===== src/rtl/wma_pkg.sv =====
`timescale 1ns / 1ps
`default_nettype none
// ----------------------------------------------------------------------------
// wma_pkg: shared constants for the weighted moving average
// Register map indexes, field widths of the configuration registers and the
// width of the weight sum that the top level and the divider both use.
// ----------------------------------------------------------------------------
package wma_pkg;

  localparam int unsigned TapsBits   = 3;
  localparam int unsigned WeightBits = 8;
  localparam int unsigned NumWeights = 4;
  // Four weights of 8 bits sum to at most 1020.
  localparam int unsigned WsumBits   = 10;

  localparam int unsigned AddrBits   = 5;
  localparam int unsigned DataBits   = 32;

  localparam logic [2:0] REG_TAPS = 3'd0;
  localparam logic [2:0] REG_W0   = 3'd1;
  localparam logic [2:0] REG_W1   = 3'd2;
  localparam logic [2:0] REG_W2   = 3'd3;
  localparam logic [2:0] REG_W3   = 3'd4;

  localparam logic [TapsBits-1:0]   TapsReset = 3'd4;
  localparam logic [WeightBits-1:0] W0Reset   = 8'd128;
  localparam logic [WeightBits-1:0] W1Reset   = 8'd77;
  localparam logic [WeightBits-1:0] W2Reset   = 8'd38;
  localparam logic [WeightBits-1:0] W3Reset   = 8'd13;

endpackage
`default_nettype wire


===== src/rtl/wma_div.sv =====
`timescale 1ns / 1ps
`default_nettype none
// ----------------------------------------------------------------------------
// wma_div: restoring divider, one quotient bit per cycle
// Divides an unsigned magnitude by the weight sum; once the last quotient bit
// is in, busy_o falls and done_o is high for one cycle.
// ----------------------------------------------------------------------------
module wma_div #(
  parameter int unsigned DIVIDEND_W = 25
) (
  input  wire                           clk_i,
  input  wire                           rst_ni,
  input  wire                           start_i,
  input  wire  [DIVIDEND_W-1:0]         dividend_i,
  input  wire  [wma_pkg::WsumBits-1:0]  divisor_i,
  output logic                          busy_o,
  output logic                          done_o,
  output logic [DIVIDEND_W-1:0]         quotient_o
);
  import wma_pkg::*;

  localparam int unsigned CntBits = $clog2(DIVIDEND_W + 1);

  logic                  busy_q, busy_d;
  logic                  done_q, done_d;
  logic [CntBits-1:0]    cnt_q, cnt_d;
  logic [WsumBits:0]     rem_q, rem_d;
  logic [DIVIDEND_W-1:0] quo_q, quo_d;
  logic [WsumBits-1:0]   div_q, div_d;
  logic [WsumBits:0]     trial;
  logic                  fits;

  // The remainder stays below the divisor, so its low bits carry it whole.
  assign trial = {rem_q[WsumBits-1:0], quo_q[DIVIDEND_W-1]};
  assign fits  = (trial >= {1'b0, div_q});

  always_comb begin
    busy_d = busy_q;
    done_d = 1'b0;
    cnt_d  = cnt_q;
    rem_d  = rem_q;
    quo_d  = quo_q;
    div_d  = div_q;
    if (start_i) begin
      busy_d = 1'b1;
      cnt_d  = CntBits'(DIVIDEND_W);
      rem_d  = '0;
      quo_d  = dividend_i;
      div_d  = divisor_i;
    end else if (busy_q) begin
      rem_d = fits ? (trial - {1'b0, div_q}) : trial;
      quo_d = {quo_q[DIVIDEND_W-2:0], fits};
      cnt_d = cnt_q - CntBits'(1);
      if (cnt_q == CntBits'(1)) begin
        busy_d = 1'b0;
        done_d = 1'b1;
      end
    end
  end

  always_ff @(posedge clk_i or negedge rst_ni) begin
    if (!rst_ni) begin
      busy_q <= 1'b0;
      done_q <= 1'b0;
      cnt_q  <= '0;
    end else begin
      busy_q <= busy_d;
      done_q <= done_d;
      cnt_q  <= cnt_d;
    end
  end

  always_ff @(posedge clk_i) begin
    rem_q <= rem_d;
    quo_q <= quo_d;
    div_q <= div_d;
  end

  assign busy_o     = busy_q;
  assign done_o     = done_q;
  assign quotient_o = quo_q;

`ifndef SYNTH
  a_busy_cnt: assert property (@(posedge clk_i) disable iff (!rst_ni)
    busy_q |-> (cnt_q != '0))
    else $error("divider busy with an empty bit count");
  a_done_idle: assert property (@(posedge clk_i) disable iff (!rst_ni)
    done_q |-> !busy_q)
    else $error("divider reports done while still busy");
  a_no_restart: assert property (@(posedge clk_i) disable iff (!rst_ni)
    start_i |-> !busy_q)
    else $error("divider started during a run");
`endif

endmodule
`default_nettype wire


===== src/rtl/weighted_moving_average.sv =====
`timescale 1ns / 1ps
`default_nettype none
// ----------------------------------------------------------------------------
// weighted_moving_average: weighted mean of the newest signed samples
// Keeps a ring of the last taps_in_use samples and returns, per sample, the
// weighted sum of the samples held so far divided by the sum of their weights.
// ----------------------------------------------------------------------------
// Usage. Samples arrive on the input channel (in_valid_i / in_stall_o /
// sample_i); one result leaves on the output channel (out_valid_o /
// out_stall_i / average_o, samples_used_o, no_weight_o) for every sample. A
// transaction completes on a rising edge where valid is high and stall low.
// The APB port writes taps_in_use at 0x0 and weight_0..weight_3 at 0x4..0x10;
// writing taps_in_use also empties the sample history. Write only when idle.
// Timing. After acceptance a sample passes through a multiply-accumulate
// step for each sample used (1 to 4), a step that starts the division, the
// bit-serial divider, which finds the quotient bit by bit and then signals
// done, and a load of the output register. The input stalls until the result
// is loaded, and the next sample can be taken in the cycle after that load.
// When the weights used sum to zero the divider is skipped and 0 is returned
// with no_weight_o set.
// Stall. The finished result waits in the output register, and the next
// sample is taken meanwhile; a further result holds in its done state until
// the output register is free. Reset empties the history and restores the
// register defaults (taps 4, weights 128, 77, 38, 13).
// ----------------------------------------------------------------------------
module weighted_moving_average #(
  parameter int unsigned MAX_TAPS    = 4,
  parameter int unsigned SAMPLE_BITS = 16
) (
  input  wire                              clk_i,
  input  wire                              rst_ni,
  // Configuration port
  input  wire                              psel,
  input  wire                              penable,
  input  wire                              pwrite,
  input  wire  [wma_pkg::AddrBits-1:0]     paddr,
  input  wire  [wma_pkg::DataBits-1:0]     pwdata,
  output logic [wma_pkg::DataBits-1:0]     prdata,
  output logic                             pready,
  // Sample input
  input  wire                              in_valid_i,
  output logic                             in_stall_o,
  input  wire  signed [SAMPLE_BITS-1:0]    sample_i,
  // Result output
  output logic                             out_valid_o,
  input  wire                              out_stall_i,
  output logic signed [SAMPLE_BITS-1:0]    average_o,
  output logic [wma_pkg::TapsBits-1:0]     samples_used_o,
  output logic                             no_weight_o
);
  import wma_pkg::*;

  localparam int unsigned PosBits  = (MAX_TAPS > 1) ? $clog2(MAX_TAPS) : 1;
  localparam int unsigned ProdBits = SAMPLE_BITS + WeightBits + 1;
  localparam int unsigned AccBits  = SAMPLE_BITS + WsumBits;
  localparam int unsigned MagBits  = AccBits - 1;

  localparam logic [2:0] S_IDLE = 3'd0;
  localparam logic [2:0] S_MAC  = 3'd1;
  localparam logic [2:0] S_DIVS = 3'd2;
  localparam logic [2:0] S_DIVW = 3'd3;
  localparam logic [2:0] S_DONE = 3'd4;

  // Configuration registers
  logic [TapsBits-1:0]   taps_q;
  logic [WeightBits-1:0] weight_q [NumWeights];
  logic                  cfg_wr;
  logic [2:0]            cfg_idx;

  // Sample history and ring bookkeeping
  logic [SAMPLE_BITS-1:0] hist_q [MAX_TAPS];
  logic [PosBits-1:0]     wp_q;
  logic [TapsBits-1:0]    seen_q;
  logic [TapsBits-1:0]    taps_eff;
  logic [PosBits-1:0]     wp_eff;
  logic [TapsBits-1:0]    seen_next;
  logic                   in_acc;

  // Sequencer and datapath
  logic [2:0]               state_q, state_d;
  logic [PosBits-1:0]       rd_q;
  logic [TapsBits-1:0]      step_q;
  logic [TapsBits-1:0]      used_q;
  logic signed [AccBits-1:0] acc_q;
  logic [WsumBits-1:0]      wsum_q;
  logic signed [ProdBits-1:0] prod;
  logic                     neg_q;
  logic [MagBits-1:0]       mag;
  logic [AccBits-1:0]       acc_abs;
  logic                     div_start;
  logic                     div_busy;
  logic                     div_done;
  logic [MagBits-1:0]       div_quo;
  logic [SAMPLE_BITS-1:0]   quo_trunc;
  logic [SAMPLE_BITS-1:0]   res_avg_q;
  logic                     res_flag_q;

  // Output register
  logic                   out_valid_q;
  logic [SAMPLE_BITS-1:0] out_avg_q;
  logic [TapsBits-1:0]    out_used_q;
  logic                   out_flag_q;
  logic                   out_load;

  // --------------------------------------------------------------------------
  // Configuration port. Register i sits at byte address 4*i.
  // --------------------------------------------------------------------------
  assign pready  = 1'b1;
  assign cfg_idx = paddr[AddrBits-1:2];
  assign cfg_wr  = psel && penable && pwrite;

  always_comb begin
    unique case (cfg_idx)
      REG_TAPS: prdata = DataBits'(taps_q);
      REG_W0:   prdata = DataBits'(weight_q[0]);
      REG_W1:   prdata = DataBits'(weight_q[1]);
      REG_W2:   prdata = DataBits'(weight_q[2]);
      REG_W3:   prdata = DataBits'(weight_q[3]);
      default:  prdata = '0;
    endcase
  end

  always_ff @(posedge clk_i or negedge rst_ni) begin
    if (!rst_ni) begin
      taps_q      <= TapsReset;
      weight_q[0] <= W0Reset;
      weight_q[1] <= W1Reset;
      weight_q[2] <= W2Reset;
      weight_q[3] <= W3Reset;
    end else if (cfg_wr) begin
      unique case (cfg_idx)
        REG_TAPS: taps_q      <= pwdata[TapsBits-1:0];
        REG_W0:   weight_q[0] <= pwdata[WeightBits-1:0];
        REG_W1:   weight_q[1] <= pwdata[WeightBits-1:0];
        REG_W2:   weight_q[2] <= pwdata[WeightBits-1:0];
        REG_W3:   weight_q[3] <= pwdata[WeightBits-1:0];
        default: ;
      endcase
    end
  end

  // A tap count of zero acts as one; anything above the ring depth acts as
  // the full ring. The register keeps the bits as written.
  always_comb begin
    taps_eff = taps_q;
    if (taps_q == '0) begin
      taps_eff = TapsBits'(1);
    end else if (taps_q > TapsBits'(MAX_TAPS)) begin
      taps_eff = TapsBits'(MAX_TAPS);
    end
  end

  // --------------------------------------------------------------------------
  // Ring write at acceptance. The sample count saturates at the tap count.
  // --------------------------------------------------------------------------
  assign in_stall_o = (state_q != S_IDLE);
  assign in_acc     = in_valid_i && !in_stall_o;

  assign wp_eff    = (TapsBits'(wp_q) >= taps_eff) ? '0 : wp_q;
  assign seen_next = (seen_q < taps_eff) ? (seen_q + TapsBits'(1)) : taps_eff;

  always_ff @(posedge clk_i or negedge rst_ni) begin
    if (!rst_ni) begin
      wp_q   <= '0;
      seen_q <= '0;
      for (int i = 0; i < MAX_TAPS; i++) begin
        hist_q[i] <= '0;
      end
    end else if (cfg_wr && (cfg_idx == REG_TAPS)) begin
      wp_q   <= '0;
      seen_q <= '0;
      for (int i = 0; i < MAX_TAPS; i++) begin
        hist_q[i] <= '0;
      end
    end else if (in_acc) begin
      hist_q[wp_eff] <= sample_i;
      wp_q   <= ((TapsBits'(wp_eff) + TapsBits'(1)) == taps_eff) ?
                '0 : (wp_eff + PosBits'(1));
      seen_q <= seen_next;
    end
  end

  // --------------------------------------------------------------------------
  // Shared multiply-accumulate: one stored sample per cycle, newest first.
  // --------------------------------------------------------------------------
  assign prod = $signed(hist_q[rd_q]) * $signed({1'b0, weight_q[step_q[1:0]]});

  assign acc_abs   = acc_q[AccBits-1] ? (~acc_q + AccBits'(1)) : acc_q;
  assign mag       = acc_abs[MagBits-1:0];
  assign div_start = (state_q == S_DIVS) && (wsum_q != '0);
  assign quo_trunc = div_quo[SAMPLE_BITS-1:0];

  wma_div #(
    .DIVIDEND_W (MagBits)
  ) u_div (
    .clk_i      (clk_i),
    .rst_ni     (rst_ni),
    .start_i    (div_start),
    .dividend_i (mag),
    .divisor_i  (wsum_q),
    .busy_o     (div_busy),
    .done_o     (div_done),
    .quotient_o (div_quo)
  );

  assign out_load = (state_q == S_DONE) && (!out_valid_q || !out_stall_i);

  always_comb begin
    state_d = state_q;
    unique case (state_q)
      S_IDLE: if (in_acc) state_d = S_MAC;
      S_MAC:  if ((step_q + TapsBits'(1)) == used_q) state_d = S_DIVS;
      S_DIVS: state_d = (wsum_q == '0) ? S_DONE : S_DIVW;
      S_DIVW: if (div_done) state_d = S_DONE;
      S_DONE: if (out_load) state_d = S_IDLE;
      default: state_d = S_IDLE;
    endcase
  end

  always_ff @(posedge clk_i or negedge rst_ni) begin
    if (!rst_ni) begin
      state_q <= S_IDLE;
    end else begin
      state_q <= state_d;
    end
  end

  always_ff @(posedge clk_i) begin
    unique case (state_q)
      S_IDLE: begin
        rd_q   <= wp_eff;
        step_q <= '0;
        used_q <= seen_next;
        acc_q  <= '0;
        wsum_q <= '0;
      end
      S_MAC: begin
        acc_q  <= acc_q + {{(AccBits - ProdBits){prod[ProdBits-1]}}, prod};
        wsum_q <= wsum_q + WsumBits'(weight_q[step_q[1:0]]);
        step_q <= step_q + TapsBits'(1);
        // Step back through the ring, wrapping to its last slot in use.
        rd_q   <= (rd_q == '0) ? PosBits'(taps_eff - TapsBits'(1)) :
                                 (rd_q - PosBits'(1));
      end
      S_DIVS: begin
        neg_q      <= acc_q[AccBits-1];
        res_avg_q  <= '0;
        res_flag_q <= (wsum_q == '0);
      end
      S_DIVW: begin
        if (div_done) begin
          res_avg_q <= neg_q ? (~quo_trunc + SAMPLE_BITS'(1)) : quo_trunc;
        end
      end
      S_DONE: ;
      default: ;
    endcase
  end

  // --------------------------------------------------------------------------
  // Output register: holds a result while the receiver stalls.
  // --------------------------------------------------------------------------
  always_ff @(posedge clk_i or negedge rst_ni) begin
    if (!rst_ni) begin
      out_valid_q <= 1'b0;
    end else if (out_load) begin
      out_valid_q <= 1'b1;
    end else if (!out_stall_i) begin
      out_valid_q <= 1'b0;
    end
  end

  always_ff @(posedge clk_i) begin
    if (out_load) begin
      out_avg_q  <= res_avg_q;
      out_used_q <= used_q;
      out_flag_q <= res_flag_q;
    end
  end

  assign out_valid_o    = out_valid_q;
  assign average_o      = out_avg_q;
  assign samples_used_o = out_used_q;
  assign no_weight_o    = out_flag_q;

`ifndef SYNTH
  a_mac_bound: assert property (@(posedge clk_i) disable iff (!rst_ni)
    (state_q == S_MAC) |-> (step_q < used_q))
    else $error("accumulate step ran past the samples in use");
  a_div_live: assert property (@(posedge clk_i) disable iff (!rst_ni)
    (state_q == S_DIVW) |-> (div_busy || div_done))
    else $error("waiting on a divider that is not running");
  a_seen_bound: assert property (@(posedge clk_i) disable iff (!rst_ni)
    seen_q <= taps_eff)
    else $error("sample count exceeds the tap count");
  a_flag_zero: assert property (@(posedge clk_i) disable iff (!rst_ni)
    (out_valid_q && out_flag_q) |-> (out_avg_q == '0))
    else $error("zero weight sum with a nonzero average");
`endif

endmodule
`default_nettype wire

===== config.mk =====
export PLATFORM = sky130hd
export DESIGN_NAME = weighted_moving_average
export DESIGN_NICKNAME = d
export VERILOG_FILES = /design/src/rtl/wma_pkg.sv /design/src/rtl/wma_div.sv /design/src/rtl/weighted_moving_average.sv
export SDC_FILE = /design/constraint.sdc
export NUM_CORES = 1
export LEC_CHECK = 0
export ABC_AREA = 1
export BUFFER_PORTS_ARGS = -buffer_cell sky130_fd_sc_hd__buf_2
export CAP_MARGIN = 20
export CORE_MARGIN = 5
export CORE_UTILIZATION = 40
export DETAILED_ROUTE_END_ITERATION = 16
export PLACE_DENSITY = 0.59
export SKIP_CTS_REPAIR_TIMING = 1
export SLEW_MARGIN = 25
export SYNTH_ARGS = -nofsm -noshare
export SYNTH_HDL_FRONTEND = slang
export SYNTH_HIERARCHICAL = 1
export SYNTH_SLANG_ARGS = --single-unit

===== constraint.sdc =====
create_clock -name clk_i -period 6.4 [get_ports clk_i]
set_input_delay 1.6 -clock clk_i [delete_from_list [all_inputs] [get_ports clk_i]]
set_output_delay 1.6 -clock clk_i [all_outputs]
set_load 0.05 [all_outputs]

==> impl_metrics.csv <==
group,metric,value,unit
run_status,status,"finished with violations",
run_status,violations,"setup timing",
worst_hold_path,whs_path_depth,0,
global_routing,grt_pass1_vias,16000,
floorplan,num_rows,79,
worst_hold_path,hold_path_end,"average_o[0]",
routing,drc,0,
logic_synthesis,ys_seq_area_share,34.9,%
clocking,cts_tree,"built",
global_routing,grt_pass1_wl,77400,um
critical_path,worstSetupEndpointType,"flop",
timing,fin_ws,-0.0221,ns
timing,whs,0.418,ns
timing,slew_headroom,34.0,%
logic_synthesis,ys_types,67,
critical_path,r2r-end,"acc_q[22]",
timing,tightest_slew,0.989,ns
clocking,clk_pin_slew,0.06,ns
logic_synthesis,async_flop_share,47.5,%
critical_path,crit_type,"reg2reg",
logic_synthesis,synth_area_leaders,"edfxtp_1, dfrtp_1, fa_1, nand2_1, inv_1",
layout,drive_above_1_share,27.1,%
logic_synthesis,ys_ff_latch,242,
logic_synthesis,synth-main-ff-cell,"edfxtp_1",
layout,multi_input_area,11700,um^2
placed_design,port_buffers,63,
layout,fillers,4311,
critical_path,cpPeakStageDelay,0.53,ns
layout,syn_to_final_growth,27.9,%
routing,drtPass1Iterations,5,
clocking,cts_root_buffer,"clkbuf_16",
logic_synthesis,synthesis.area,18900,um^2
layout,fin_nets,2884,
timing,setup_viol_count_final,2,
floorplan,die_area,51800,um^2
clocking,clk-insertion-delay-late,0.58,ns
timing,timing.fmax,156,MHz
logic_synthesis,yosysTopAreaCellShare,18.6,%
critical_path,path_common_cell,"nand2_1",
worst_hold_path,hold_class,"reg2reg",
floorplan,core,46700,um^2
timing,fin_crit,6.42,ns
critical_path,worstPathRequired,6.74,ns
routing,avgRoutedWirePerCell,15.1,um
timing,skew,0.0173,ns
floorplan,ios,115,
routing,vias_per_cell,4.99,
floorplan,initial_core_util,40.6,%
critical_path,startpoint_type,"flop",
layout,final_cell_mix,"nand2_1, inv_1, buf_4",
layout,seqCellArea,6610,um^2
global_routing,overflow,0,
timing,fin_crit_sh,100,%
routing,drt_iter0_drc,907,
logic_synthesis,synth_edf_count,117,
critical_path,critical_path.max_fanout,8,
timing,grt_setup_unrepaired,"true",
critical_path,timing.rr.start,"rd_q[0]",
routing,ant_nets,0,
placed_design,gp_congestion,0.918,
logic_synthesis,avgSynthCellArea,8.21,um^2
placed_design,hpwl,35900,um
global_routing,grtUsageTotal,18.0,%
global_routing,grt_max_degree,83,
global_routing,antenna_found_initial,0,
logic_synthesis,synthCells,2306,
layout,layout_commonest_cell,"nand2_1",
timing,finalHoldViolCount,0,
floorplan,die_w,228,um
critical_path,r2r_slack,-0.02,ns
layout,diodes,0,
routing,vias,16200,
clocking,htree_levels,1,
timing,finalMaxSlewViolations,0,
worst_hold_path,min_from,"res_avg_q[0]",
clocking,cts.sinks,242,
critical_path,worst_path_max_delay_cell,"edfxtp_1",
logic_synthesis,synth_top_area_cell,"edfxtp_1",
clocking,clk_path_buf_depth,3,
critical_path,arrival,6.76,ns
routing,wl,48800,um
clocking,cts-buffers-inserted,30,
floorplan,dieHeight,228,um
logic_synthesis,yosysWarnings,6,
flow_run,maxCapViolCount,0,
timing,fin_setup_tns,-0.0240,ns
critical_path,reg2regPathDepth,34,
worst max-delay path, delay by kind of cell (launching register included):
kind | cells | cell delay [ns]
adders and majority gates | 6 | 2.60
xor gates and xnor gates | 1 | 0.20
AOI/OAI and AO/OA | 5 | 0.78
and+or+nand+nor | 14 | 1.24
DFF | 1 | 0.53
buffers and inverters | 8 | 0.82
area by class of cell:
| cell class | instances | area share [%] |
|---|---|---|
| clock buffers | 38 | 3.44 |
| clock inverters | 18 | 0.548 |
| inverters | 446 | 7.00 |
| multi-input cells | 1569 | 48.3 |
| flip-flops and latches | 242 | 27.3 |
| well taps | 607 | 3.14 |
| repair buffers | 320 | 10.2 |
worst max path at each step:
stage                    from        end  slack (ns)  depth (start not counted)
floorplan           step_q[0]  acc_q[21]        0.33                         28
global placement    step_q[0]  acc_q[22]       -0.23                         33
detailed placement  step_q[1]  acc_q[22]       -0.27                         33
CTS                 step_q[0]  acc_q[24]       -0.30                         29
global route          rd_q[0]  acc_q[22]       -0.29                         34
finish                rd_q[0]  acc_q[22]       -0.02                         34
synthesized netlist by cell type (all sizes together) (10+ instances only):
cell type / instances
a21oi: 124
a32oi: 23
buf: 58
clkbuf: 14
dfrtp: 103
dfstp: 12
dfxtp: 10
edfxtp: 117
fa: 105
ha: 110
inv: 439
nand2: 518
nand3: 80
nand4: 13
nor2: 231
nor3: 19
o21a: 10
o21ai: 129
o22ai: 67
xnor2: 22
xor2: 31
state kept, by name, summed over array words and instances (netlist names), 2 cells and up:
register	flops
acc_q	26
average_o	16
hist_q	64
rd_q	2
res_avg_q	16
samples_used_o	3
seen_q	3
state_q	3
step_q	3
taps_q	3
u_div/cnt_q	5
u_div/div_q	10
u_div/quotient_o	25
u_div/rem_q	10
used_q	3
weight_q	32
wp_q	2
wsum_q	10
routing by layer:
metal  track usage, %  part of all wire [%]  vias up
met5                0                     0        -
met4             4.24                   1.8        0
met3             2.72                   3.8       56
met2             31.0                    49      297
met1             24.0                    45     7813
li1                 -                     -     7995
metrics by stage:
stage	setup slack [ns]	utilization, %	instances	instance area (um^2)
6_report	-0.0221	51.9	3240	24200
5_1_grt	-0.289	51.9	3240	24200
4_1_cts	-0.303	47.7	3197	22300
3_5_place_dp	-0.274	45.7	3141	21300
3_3_place_gp	-0.227	45.7	3141	21300
2_1_floorplan	0.334	-	2329	19000
logic make-up after synthesis:
| kind of cell | after synthesis | share of synthesized area (%) |
|---|---|---|
| flops | 242 | 34.9 |
| other cells | 2 | 0.0397 |
| fa+ha+maj | 215 | 18.4 |
| simple gates | 882 | 19.8 |
| xor+xnor | 53 | 2.45 |
| buf+inv | 518 | 11.4 |
| compound gates | 394 | 13.0 |
Power is not shown: default switching activity piles up to over one toggle a cycle in this logic, so the estimate is an artifact.
